===== src/hdl/scp_pkg.sv =====
package scp_pkg;

  localparam int MaxSamples = 4096;
  localparam int SampleW    = $clog2(MaxSamples + 1);
  localparam int CapW       = 13;
  localparam int ByteW      = 8;
  localparam int PeriodW    = 22;
  localparam int IdxW       = 6;
  localparam int CntW       = 19;
  localparam int DivInW     = 27;
  localparam int ProdW      = 54;
  localparam int RecipShift = 31;

  // Rounded-up reciprocal of 25 scaled by 2**31; exact for dividends below 2**30.
  localparam logic [DivInW-1:0] Recip = 27'd85899346;

  localparam logic [ByteW-1:0] CMD_RESET    = 8'h00;
  localparam logic [ByteW-1:0] CMD_RUN      = 8'h01;
  localparam logic [ByteW-1:0] CMD_ID       = 8'h02;
  localparam logic [ByteW-1:0] CMD_META     = 8'h04;
  localparam logic [ByteW-1:0] CMD_XON      = 8'h11;
  localparam logic [ByteW-1:0] CMD_XOFF     = 8'h13;
  localparam logic [ByteW-1:0] CMD_DIVIDER  = 8'h80;
  localparam logic [ByteW-1:0] CMD_SAMPLES  = 8'h81;
  localparam logic [ByteW-1:0] CMD_TRIG_MSK = 8'hc0;
  localparam logic [ByteW-1:0] CMD_TRIG_VAL = 8'hc1;

  typedef enum logic [1:0] {
    KIND_STATUS  = 2'd0,
    KIND_REPLY   = 2'd1,
    KIND_CAPTURE = 2'd2
  } kind_t;

  typedef enum logic [1:0] {
    OP_NONE = 2'd0,
    OP_ID   = 2'd1,
    OP_META = 2'd2,
    OP_RUN  = 2'd3
  } op_t;

  typedef struct packed {
    op_t                op;
    logic [SampleW-1:0] samples_before;
    logic [SampleW-1:0] samples_after;
    logic [ByteW-1:0]   mask;
    logic [ByteW-1:0]   level;
    logic [PeriodW-1:0] period;
  } desc_t;

  typedef struct packed {
    kind_t              kind;
    logic [ByteW-1:0]   reply;
    logic [CapW-1:0]    samples;
    logic [ByteW-1:0]   mask;
    logic [ByteW-1:0]   level;
    logic [PeriodW-1:0] period;
    logic               last;
  } item_t;

  function automatic logic [IdxW-1:0] reply_len(op_t op);
    logic [IdxW-1:0] len;
    case (op)
      OP_ID:   len = 6'd4;
      OP_META: len = 6'd37;
      OP_RUN:  len = 6'd1;
      default: len = 6'd0;
    endcase
    return len;
  endfunction

  function automatic logic [ByteW-1:0] id_rom(logic [IdxW-1:0] idx);
    logic [ByteW-1:0] b;
    case (idx)
      6'd0:    b = 8'h31;
      6'd1:    b = 8'h41;
      6'd2:    b = 8'h4C;
      6'd3:    b = 8'h53;
      default: b = 8'h00;
    endcase
    return b;
  endfunction

  function automatic logic [ByteW-1:0] meta_rom(logic [IdxW-1:0] idx);
    logic [ByteW-1:0] b;
    case (idx)
      6'd0:    b = 8'h01;
      6'd1:    b = 8'h42;
      6'd2:    b = 8'h75;
      6'd3:    b = 8'h73;
      6'd4:    b = 8'h20;
      6'd5:    b = 8'h50;
      6'd6:    b = 8'h69;
      6'd7:    b = 8'h72;
      6'd8:    b = 8'h61;
      6'd9:    b = 8'h74;
      6'd10:   b = 8'h65;
      6'd11:   b = 8'h20;
      6'd12:   b = 8'h4E;
      6'd13:   b = 8'h47;
      6'd14:   b = 8'h31;
      6'd15:   b = 8'h00;
      6'd16:   b = 8'h02;
      6'd17:   b = 8'h46;
      6'd18:   b = 8'h77;
      6'd19:   b = 8'h76;
      6'd20:   b = 8'h31;
      6'd21:   b = 8'h00;
      6'd22:   b = 8'h21;
      6'd23:   b = 8'h00;
      6'd24:   b = 8'h04;
      6'd25:   b = 8'h00;
      6'd26:   b = 8'h00;
      6'd27:   b = 8'h23;
      6'd28:   b = 8'h02;
      6'd29:   b = 8'h25;
      6'd30:   b = 8'h51;
      6'd31:   b = 8'h00;
      6'd32:   b = 8'h40;
      6'd33:   b = 8'h08;
      6'd34:   b = 8'h41;
      6'd35:   b = 8'h02;
      6'd36:   b = 8'h00;
      default: b = 8'h00;
    endcase
    return b;
  endfunction

endpackage


===== src/hdl/scp_front.sv =====
module scp_front (
  input  logic                  clk,
  input  logic                  rst_n,
  input  logic                  in_valid,
  output logic                  in_ready,
  input  logic [7:0]            in_byte,
  input  logic                  q_full,
  output logic                  q_push,
  output scp_pkg::desc_t        q_desc
);

  logic                              collecting_r, collecting_nxt;
  logic [scp_pkg::ByteW-1:0]         opcode_r, opcode_nxt;
  logic [1:0]                        cnt_r, cnt_nxt;
  logic [scp_pkg::ByteW-1:0]         p0_r, p0_nxt;
  logic [scp_pkg::ByteW-1:0]         p1_r, p1_nxt;
  logic [scp_pkg::ByteW-1:0]         p2_r, p2_nxt;
  logic [scp_pkg::SampleW-1:0]       samples_r, samples_nxt;
  logic [scp_pkg::ByteW-1:0]         mask_r, mask_nxt;
  logic [scp_pkg::ByteW-1:0]         level_r, level_nxt;
  logic [scp_pkg::PeriodW-1:0]       period_r, period_nxt;
  logic                              div_busy_r, div_busy_nxt;
  logic [scp_pkg::ProdW-1:0]         div_prod_r, div_prod_nxt;
  logic                              accept;
  scp_pkg::op_t                      op;
  logic [16:0]                       cnt_sum;
  logic [scp_pkg::CntW-1:0]          cnt_words;
  logic [24:0]                       div_sum;
  logic [scp_pkg::DivInW-1:0]        div_in;

  assign in_ready = !div_busy_r && !q_full;
  assign accept   = in_valid && in_ready;

  assign cnt_sum      = {1'b0, p1_r, p0_r} + 17'd1;
  assign cnt_words    = {cnt_sum, 2'b00};
  assign div_sum      = {1'b0, p2_r, p1_r, p0_r} + 25'd1;
  assign div_in       = {div_sum, 2'b00};
  assign div_prod_nxt = scp_pkg::ProdW'(div_in) * scp_pkg::ProdW'(scp_pkg::Recip);

  always_comb begin
    collecting_nxt = collecting_r;
    opcode_nxt     = opcode_r;
    cnt_nxt        = cnt_r;
    p0_nxt         = p0_r;
    p1_nxt         = p1_r;
    p2_nxt         = p2_r;
    samples_nxt    = samples_r;
    mask_nxt       = mask_r;
    level_nxt      = level_r;
    period_nxt     = period_r;
    div_busy_nxt   = 1'b0;
    q_push         = 1'b0;
    op             = scp_pkg::OP_NONE;
    if (div_busy_r) begin
      period_nxt = div_prod_r[scp_pkg::RecipShift +: scp_pkg::PeriodW];
      q_push     = 1'b1;
    end else if (accept) begin
      q_push = 1'b1;
      if (collecting_r) begin
        cnt_nxt = cnt_r + 2'd1;
        case (cnt_r)
          2'd0: p0_nxt = in_byte;
          2'd1: p1_nxt = in_byte;
          2'd2: p2_nxt = in_byte;
          default: begin
            collecting_nxt = 1'b0;
            cnt_nxt        = 2'd0;
            case (opcode_r)
              scp_pkg::CMD_TRIG_MSK: mask_nxt = p0_r;
              scp_pkg::CMD_TRIG_VAL: level_nxt = p0_r;
              scp_pkg::CMD_SAMPLES: begin
                if (cnt_words > scp_pkg::CntW'(scp_pkg::MaxSamples)) begin
                  samples_nxt = scp_pkg::SampleW'(scp_pkg::MaxSamples);
                end else begin
                  samples_nxt = scp_pkg::SampleW'(cnt_words);
                end
              end
              scp_pkg::CMD_DIVIDER: begin
                div_busy_nxt = 1'b1;
                q_push       = 1'b0;
              end
              default: ;
            endcase
          end
        endcase
      end else begin
        case (in_byte)
          scp_pkg::CMD_RESET: samples_nxt = scp_pkg::SampleW'(scp_pkg::MaxSamples);
          scp_pkg::CMD_ID:    op = scp_pkg::OP_ID;
          scp_pkg::CMD_META:  op = scp_pkg::OP_META;
          scp_pkg::CMD_RUN: begin
            op          = scp_pkg::OP_RUN;
            samples_nxt = scp_pkg::SampleW'(scp_pkg::MaxSamples);
          end
          scp_pkg::CMD_XON, scp_pkg::CMD_XOFF: ;
          default: begin
            collecting_nxt = 1'b1;
            opcode_nxt     = in_byte;
            cnt_nxt        = 2'd0;
          end
        endcase
      end
    end
  end

  always_comb begin
    q_desc.op             = op;
    q_desc.samples_before = samples_r;
    q_desc.samples_after  = samples_nxt;
    q_desc.mask           = mask_nxt;
    q_desc.level          = level_nxt;
    q_desc.period         = period_nxt;
  end

  always_ff @(posedge clk) begin
    if (!rst_n) begin
      collecting_r <= 1'b0;
      opcode_r     <= '0;
      cnt_r        <= '0;
      samples_r    <= scp_pkg::SampleW'(scp_pkg::MaxSamples);
      mask_r       <= '0;
      level_r      <= '0;
      period_r     <= '0;
      div_busy_r   <= 1'b0;
    end else begin
      collecting_r <= collecting_nxt;
      opcode_r     <= opcode_nxt;
      cnt_r        <= cnt_nxt;
      samples_r    <= samples_nxt;
      mask_r       <= mask_nxt;
      level_r      <= level_nxt;
      period_r     <= period_nxt;
      div_busy_r   <= div_busy_nxt;
    end
  end

  always_ff @(posedge clk) begin
    p0_r       <= p0_nxt;
    p1_r       <= p1_nxt;
    p2_r       <= p2_nxt;
    div_prod_r <= div_prod_nxt;
  end

endmodule


===== src/hdl/scp_queue.sv =====
module scp_queue (
  input  logic           clk,
  input  logic           rst_n,
  input  logic           push,
  input  scp_pkg::desc_t push_desc,
  output logic           full,
  input  logic           pop,
  output logic           empty,
  output scp_pkg::desc_t head
);

  scp_pkg::desc_t slot_r [2];
  logic           wr_ptr_r, wr_ptr_nxt;
  logic           rd_ptr_r, rd_ptr_nxt;
  logic [1:0]     count_r, count_nxt;
  logic           do_push, do_pop;

  assign full    = count_r == 2'd2;
  assign empty   = count_r == 2'd0;
  assign head    = slot_r[rd_ptr_r];
  assign do_push = push && !full;
  assign do_pop  = pop && !empty;

  always_comb begin
    wr_ptr_nxt = do_push ? !wr_ptr_r : wr_ptr_r;
    rd_ptr_nxt = do_pop ? !rd_ptr_r : rd_ptr_r;
    count_nxt  = count_r + 2'(do_push) - 2'(do_pop);
  end

  always_ff @(posedge clk) begin
    if (!rst_n) begin
      wr_ptr_r <= 1'b0;
      rd_ptr_r <= 1'b0;
      count_r  <= '0;
    end else begin
      wr_ptr_r <= wr_ptr_nxt;
      rd_ptr_r <= rd_ptr_nxt;
      count_r  <= count_nxt;
    end
  end

  always_ff @(posedge clk) begin
    if (do_push) begin
      slot_r[wr_ptr_r] <= push_desc;
    end
  end

endmodule


===== src/hdl/scp_back.sv =====
module scp_back (
  input  logic           clk,
  input  logic           rst_n,
  input  logic           q_empty,
  input  scp_pkg::desc_t head,
  output logic           q_pop,
  output logic           out_valid,
  input  logic           out_ready,
  output scp_pkg::item_t out_item
);

  logic                       out_valid_r;
  scp_pkg::item_t             item_r, item_nxt;
  logic [scp_pkg::IdxW-1:0]   idx_r, idx_nxt;
  logic                       load;
  logic                       is_rep;
  logic [scp_pkg::ByteW-1:0]  rom_byte;

  assign load      = !out_valid_r || out_ready;
  assign is_rep    = idx_r < scp_pkg::reply_len(head.op);
  assign q_pop     = load && !q_empty && !is_rep;
  assign out_valid = out_valid_r;
  assign out_item  = item_r;

  always_comb begin
    case (head.op)
      scp_pkg::OP_ID:   rom_byte = scp_pkg::id_rom(idx_r);
      scp_pkg::OP_META: rom_byte = scp_pkg::meta_rom(idx_r);
      default:          rom_byte = '0;
    endcase
  end

  always_comb begin
    item_nxt.mask   = head.mask;
    item_nxt.level  = head.level;
    item_nxt.period = head.period;
    if (is_rep) begin
      item_nxt.kind    = (head.op == scp_pkg::OP_RUN) ? scp_pkg::KIND_CAPTURE
                                                      : scp_pkg::KIND_REPLY;
      item_nxt.reply   = rom_byte;
      item_nxt.samples = scp_pkg::CapW'(head.samples_before);
      item_nxt.last    = 1'b0;
      idx_nxt          = idx_r + 6'd1;
    end else begin
      item_nxt.kind    = scp_pkg::KIND_STATUS;
      item_nxt.reply   = '0;
      item_nxt.samples = scp_pkg::CapW'(head.samples_after);
      item_nxt.last    = 1'b1;
      idx_nxt          = '0;
    end
  end

  always_ff @(posedge clk) begin
    if (!rst_n) begin
      out_valid_r <= 1'b0;
      idx_r       <= '0;
    end else if (load) begin
      out_valid_r <= !q_empty;
      if (!q_empty) begin
        idx_r <= idx_nxt;
      end
    end
  end

  always_ff @(posedge clk) begin
    if (load && !q_empty) begin
      item_r <= item_nxt;
    end
  end

endmodule


===== src/hdl/sump_command_parser.sv =====
// Host command decoder for a logic analyzer link. It takes one command byte per
// cycle while its two-entry command queue has room; the last parameter byte of a
// divider command stalls the input while the period is scaled through a registered
// reciprocal multiply. Each byte yields 1, 2, 5 or 38 output words, one per cycle
// from the output register while the receiver is ready, so output throughput is set
// by the length of the reply bursts; the output register lets the front keep taking
// bytes while a word waits.
module sump_command_parser (
  input  logic        clk,
  input  logic        rst_n,
  input  logic        in_tvalid,
  output logic        in_tready,
  input  logic [7:0]  in_tdata,   // host_byte[7:0]
  output logic        out_tvalid,
  input  logic        out_tready,
  output logic [63:0] out_tdata,  // reply_byte[7:0], capture_samples[20:8],
                                  // trigger_mask_out[28:21], trigger_level_out[36:29],
                                  // sample_period_out[58:37], zero[63:59]
  output logic [1:0]  out_tuser,  // result_kind[1:0]
  output logic        out_tlast   // last_of_run
);

  logic           q_push, q_full, q_pop, q_empty;
  scp_pkg::desc_t push_desc, head;
  scp_pkg::item_t item;

  scp_front u_front (
    .clk      (clk),
    .rst_n    (rst_n),
    .in_valid (in_tvalid),
    .in_ready (in_tready),
    .in_byte  (in_tdata),
    .q_full   (q_full),
    .q_push   (q_push),
    .q_desc   (push_desc)
  );

  scp_queue u_queue (
    .clk       (clk),
    .rst_n     (rst_n),
    .push      (q_push),
    .push_desc (push_desc),
    .full      (q_full),
    .pop       (q_pop),
    .empty     (q_empty),
    .head      (head)
  );

  scp_back u_back (
    .clk       (clk),
    .rst_n     (rst_n),
    .q_empty   (q_empty),
    .head      (head),
    .q_pop     (q_pop),
    .out_valid (out_tvalid),
    .out_ready (out_tready),
    .out_item  (item)
  );

  assign out_tdata = {5'b0, item.period, item.level, item.mask, item.samples, item.reply};
  assign out_tuser = item.kind;
  assign out_tlast = item.last;

`ifndef SYNTHESIS
  a_last_is_status: assert property (@(posedge clk) disable iff (!rst_n)
    out_tvalid && out_tlast |-> out_tuser == scp_pkg::KIND_STATUS)
    else $error("final word of a command is not a status word");

  a_status_is_last: assert property (@(posedge clk) disable iff (!rst_n)
    out_tvalid && out_tuser == scp_pkg::KIND_STATUS |-> out_tlast)
    else $error("status word not marked as last");

  a_no_overflow: assert property (@(posedge clk) disable iff (!rst_n)
    q_push |-> !q_full)
    else $error("command queue written while full");

  a_capture_then_status: assert property (@(posedge clk) disable iff (!rst_n)
    out_tvalid && out_tready && out_tuser == scp_pkg::KIND_CAPTURE
    |=> out_tvalid && out_tuser == scp_pkg::KIND_STATUS)
    else $error("capture word not followed by its status word");
`endif

endmodule

===== config.mk =====
export PLATFORM = sky130hd
export DESIGN_NAME = sump_command_parser
export DESIGN_NICKNAME = d
export VERILOG_FILES = /design/src/hdl/scp_pkg.sv /design/src/hdl/scp_front.sv /design/src/hdl/scp_queue.sv /design/src/hdl/scp_back.sv /design/src/hdl/sump_command_parser.sv
export SDC_FILE = /design/constraint.sdc
export NUM_CORES = 1
export LEC_CHECK = 0
export BUFFER_PORTS_ARGS = -buffer_cell sky130_fd_sc_hd__clkbuf_2
export CAP_MARGIN = 15
export CORE_ASPECT_RATIO = 1.2
export CORE_MARGIN = 5
export CORE_UTILIZATION = 50
export DETAILED_ROUTE_END_ITERATION = 12
export PLACE_DENSITY = 0.75
export REMOVE_ABC_BUFFERS = 1
export SYNTH_ARGS = -nofsm -noshare
export SYNTH_HDL_FRONTEND = slang
export SYNTH_SLANG_ARGS = --single-unit

===== constraint.sdc =====
create_clock -name clk -period 24.3 [get_ports clk]
set_clock_uncertainty 0.15 [all_clocks]
set_input_delay 1.215 -clock clk [delete_from_list [all_inputs] [get_ports clk]]
set_output_delay 1.215 -clock clk [all_outputs]
set_load 0.01 [all_outputs]

# Yosys cells after proc, flatten, opt, wreduce, memory -nomap -nowiden
# Memories as Yosys holds them, arrays and structs flattened. A register that Yosys moved wholly into a read port is not among the register bits.
# Index checks and enable logic that the tools add are counted.
word_totals:
  ff_bits: 210
  ramBits: 132
  mem_bits_ro: 448
  input_bits: 12
  elab_cells: 136
  n_memories: 2
memory_table:
  columns: ["name", "depth", "width", "read_ports", "rd_ports_with_merged_regs", "wr", "line_no", "rtl"]
  rows:
  - ["(no name shown)", 64, 7, 1, 1, 0, "scp_pkg.sv:85", "case (idx)"]
  - ["u_queue.slot_r", 2, 66, 1, 1, 1, "scp_queue.sv:12", "scp_pkg::desc_t slot_r [2];"]
classes:
  addsub: 6
  multipliers: 1
  order_cmp: 2
  n_eq_ne: 19
  mux: 47
  bitwise_logic: 6
  n_reduce_logical: 29
op_table:
  columns: ["op", "count"]
  rows:
  - ["$mux 13", 8]
  - ["$mux 8", 10]
  - ["$mul 25x26->50 const B", 1]
  - ["$eq 8x8->1 const B", 4]
  - ["$pmux 7 s4", 1]
  - ["$add 24x1->25 const B", 1]
  - ["$mux 22", 1]
  - ["$gt 19x13->1 const B", 1]
  - ["$mux 6", 3]
  - ["$pmux 6 s3", 1]
  - ["$add 16x1->17 const B", 1]
  - ["$eq 8x5->1 const B", 2]
  - ["$pmux 8 s2", 1]
  - ["$reduce_and 4->1", 4]
  - ["$mux 1", 14]
  - ["$mux 2", 7]
  - ["$eq 6x2->1 const B", 2]
  - ["$eq 2x2->1 const B", 4]
  - ["$eq 8x1->1 const B", 1]
  - ["$eq 8x2->1 const B", 1]
  - ["$eq 8x3->1 const B", 1]
  - ["$logic_not 8->1", 1]
  - ["$logic_not 1->1", 7]
  - ["$reduce_or 7->1", 1]
  - ["other kinds (19)", 32]

# Logic depth before layout (Yosys ltp)
logic_depth:
  depth_word: 9
  depth_mapped: 31

# Cells and area by module
# Synthesis repeated with hierarchy kept, for this count alone.
hier_totals:
  hier_cells: 2001
  hier_area_um2: 23562.6
modules_own_cells:
  columns: ["module", "instances", "cells_per_inst", "area_each_um2", "seq_area_each_um2"]
  rows:
  - ["scp_front", 1, 1489, 14806.7, 2422.3]
  - ["scp_queue", 1, 232, 5157.4, 4063.9]
  - ["scp_back", 1, 274, 3557.2, 2112.0]
  - ["sump_command_parser", 1, 6, 41.3, 0.0]

# Worst setup path before layout
# No wires, ideal clock.
synth_path:
  path_type: "register to register"
  start: "reg u_front.p0_r[0] (netlist bit)"
  end: "reg u_front.div_prod_r[47] (netlist bit)"
  setup_ns: 0.133
  arrival_time_ns: 7.466
  t_required_ns: 24.017
  path_slack_ns: 16.551
  stages_incl_launch_ff: 27
  synth_period_minus_slack_ns: 7.749
  path_cell_list: "edfxtp_1 -> ha_1 -> nand3_1 -> nor2_1 -> and3_1 -> xor2_1 -> inv_1 -> fa_1 -> fa_1 -> inv_1 -> fa_1 -> inv_1 -> fa_1 -> fa_1 -> fa_1 -> inv_1 -> fa_1 -> inv_1 -> ha_1 -> nand2_1 -> nor4_1 -> o2111ai_1 -> o2111ai_1 -> a31oi_1 -> nor4_2 -> mux2i_1 -> o2111ai_1"
synth_via:
  elab_chain_cells: 2
synth_rtl:
  columns: ["element", "line_no", "rtl"]
  rows:
  - ["from (decl)", "scp_front.sv:15", "logic [scp_pkg::ByteW-1:0] p0_r, p0_nxt;"]
  - ["from (signal assigned)", "scp_front.sv:138", "p0_r <= p0_nxt;"]
  - ["$add 24x1->25", "scp_front.sv:36", "assign div_sum = {1'b0, p2_r, p1_r, p0_r} + 25'd1;"]
  - ["$mul 25x26->50", "scp_front.sv:38", "assign div_prod_nxt = scp_pkg::ProdW'(div_in) * scp_pkg::ProdW'(scp_pkg::Recip);"]
  - ["via u_front.div_prod_nxt (one bit)", "scp_front.sv:23", "logic [scp_pkg::ProdW-1:0] div_prod_r, div_prod_nxt;"]
  - ["to (signal assigned)", "scp_front.sv:141", "div_prod_r <= div_prod_nxt;"]
  - ["to (decl)", "scp_front.sv:23", null]
# The timed path passes the listed nets, and every way through them passes these cells.
# A chain may end at the register's enable or synchronous reset.

# Final worst setup path
layout_path:
  start: "reg u_front.p0_r[0] (netlist bit)"
  end: "reg u_front.div_prod_r[50] (netlist bit)"
# Same word-level chain as after synthesis.

==> flow_summary.json <==
{
  "status": "complete, no violations",
  "finalNonFillerCells": 2636,
  "cp_max_fo": 10,
  "design_area_um2": 25200,
  "cp.arrival_ps": 9490,
  "dp_slack_ps": 15150,
  "ioPinCount": 81,
  "rows": 86,
  "crit_required_ps": 24610,
  "cts_resized": 0,
  "post_cts_buffers": 0,
  "ys_async_sr_fraction_pct": 0,
  "antenna_found_initial": 0,
  "rsz0062_at_grt": "no",
  "core_area_um2": 45600,
  "grt_max_degree": 69,
  "route.met2.wl_um": 26500,
  "worst_path_largest_cell_delay_ps": 830,
  "drv_cap": 0,
  "place_hpwl_um": 40800,
  "port_buffers": 74,
  "end_kind": "flip-flop",
  "routed_via_density": 5.30,
  "placed_cell_area_um2": 24000,
  "min_to": "u_queue.slot_r[0][63]",
  "grt.overflow.total": 0,
  "grt_pass1_vias": 14900,
  "fmax_mhz": 109,
  "routed_wl_um": 51000,
  "wl_met1_um": 20900,
  "dr.pass1.iters": 5,
  "setup_ws_ps": 15120,
  "setup_viol": 0,
  "synth_cell_type_count": 83,
  "synthTopCellsByArea": "edfxtp_1 28%, fa_1 19%, ha_1 16%",
  "die_h_um": 245,
  "clockBufferDepth": 3,
  "htree_num_levels": 2,
  "start_kind": "flip-flop",
  "route.vias.total": 14000,
  "dr.first_iter.drc_count": 769,
  "relSlewSlack_pct": 26.4,
  "yosysTopAreaCellShare_pct": 28.4,
  "initial_utilization_pct": 50.2,
  "dp.cells": 2571,
  "fin_tns_setup_ps": 0,
  "yosysWarnings": 0,
  "die_x_um": 205,
  "synth.most_common_cell": "inv_1",
  "p_leak_nw": 11.4,
  "nNetsFinal": 2504,
  "reg2reg_to": "u_front.div_prod_r[50]",
  "synth_ff_type": "edfxtp_1",
  "seq_area_frac_synth_pct": 37.5,
  "tritoncts": "yes",
  "clk_latency_ps": 550,
  "drc": 0,
  "crit_slowest_cell": "xor2_1",
  "worstReg2RegStart": "u_front.p0_r[0]",
  "synthTopCellsByCount": "382 x inv_1, 287 x ha_1, 217 x edfxtp_1",
  "grt_first_pass_wirelength_um": 81000,
  "root_buffer": "clkbuf_16",
  "synth_edf_count": 217,
  "cts-buffers-inserted": 36,
  "hold_start": "u_front.samples_r[12]",
  "ir_drop_mv": 0.101,
  "ff2ff_path_depth": 26,
  "antenna_cells": 0,
  "dieArea_um2": 50200,
  "ant_nets": 0,
  "min_path_type": "flip-flop to flip-flop",
  "ys_ff_latch": 321,
  "gp_congestion": 0.923,
  "synth_area_um2": 22900,
  "synthCells": 1904,
  "nFillCells": 3879,
  "total_power_mw": 3.09,
  "wire_per_inst_um": 19.3,
  "path_class": "flip-flop to flip-flop",
  "worst_slew_pin_slew_ps": 1100,
  "critPathBufInv": 5,
  "min_period_over_period_pct": 37.8,
  "min_period_ps": 9180,
  "syn_avg_cell_area_um2": 12.0,
  "final_util_pct": 55.3,
  "crit_top_cell": "fa_1",
  "highest_layer": "met4",
  "powerDensity_nw_per_um2": 123,
  "finalHoldViolCount": 0,
  "whs_ps": 320,
  "cp_top_family": "adder cells",
  "wl_met3_um": 1960,
  "reg2reg_slack_ps": 15120,
  "hold_buffers": 0,
  "syn2layout_area_growth_pct": 10.1,
  "clkTransAtPathRegs_ps": 60,
  "yosys.area.top_type": "edfxtp_1",
  "slew_viol_final": 0,
  "hold_depth": 0,
  "grt.total_usage_pct": 20.8,
  "drive_above_1_share_pct": 13.4,
  "cts_sinks": 321
}
==> where the power goes <==
part / total (mW) / leakage [nW] / switching [mW] / internal (mW)
Combinational: 1.77 / 7.89 / 1.08 / 0.694
Sequential: 0.763 / 2.92 / 0.0319 / 0.731
Clock: 0.561 / 0.597 / 0.225 / 0.336
==> cell families after synthesis <==
kind of cell / synth area share [%]
buffers and inverters: 7.44
and+or+nand+nor: 7.05
xor gates and xnor gates: 2.52
other: 0.0164
adders and majority gates: 34.2
AOI/OAI and AO/OA: 5.58
DFF: 37.5
muxes: 5.68
==> cell type report <==
cell class	count	area (µm²)	area share, %
well taps	616	771	3.06
flip-flops and latches	321	8600	34.1
multi-input cells	1155	12700	50.2
clock inverters	19	243	0.962
inverters	386	1450	5.75
clock buffers	46	990	3.92
repair buffers	93	513	2.03
==> worst max-delay path by stage <==
| stage | slack (ps) | cells after the start | from | end |
|---|---|---|---|---|
| final | 15120 | 26 | u_front.p0_r[0] | u_front.div_prod_r[50] |
| after global routing | 14670 | 26 | u_front.p0_r[0] | u_front.div_prod_r[50] |
| after CTS | 15090 | 26 | u_front.p0_r[0] | u_front.div_prod_r[50] |
| after detailed placement | 15150 | 26 | u_front.p0_r[0] | u_front.div_prod_r[50] |
| after global placement | 15340 | 26 | u_front.p0_r[0] | u_front.div_prod_r[52] |
| after floorplan | 16550 | 26 | u_front.p0_r[0] | u_front.div_prod_r[47] |
==> state kept, by name, summed over array words and instances (netlist names), 2 cells and up, named ones only <==
register,cells
u_front.p2_r,8
u_front.samples_r,13
u_front.opcode_r,8
u_back.idx_r,6
u_front.p1_r,8
u_queue.slot_r,132
u_front.cnt_r,2
u_front.div_prod_r,22
u_front.level_r,8
u_front.p0_r,8
u_front.period_r,22
u_front.mask_r,8
u_queue.count_r,2
u_back.out_item,61
==> per-layer routing <==
metal / vias to the layer above / GRT usage, %
li1: 6594 / -
met1: 7008 / 26.3
met2: 281 / 36.9
met3: 82 / 2.77
met4: 0 / 6.56
met5: - / 0
==> cell usage in the layout (no fill, tap or decap), types with 12 or more instances in the layout <==
cell type / n
nand4_1: 17
nor2_1: 51
dfxtp_1: 103
mux2_2: 78
clkbuf_16: 37
and3_1: 15
a21oi_1: 52
inv_1: 382
xor2_1: 17
mux2i_1: 13
o21ai_0: 28
clkbuf_2: 74
ha_1: 287
xnor2_1: 47
mux4_2: 13
buf_4: 19
a21o_1: 12
nand2_1: 57
and2_1: 51
nor3_1: 16
edfxtp_1: 217
fa_1: 212
nand3_1: 24
No activity file was read; power rests on OpenSTA's default activity.
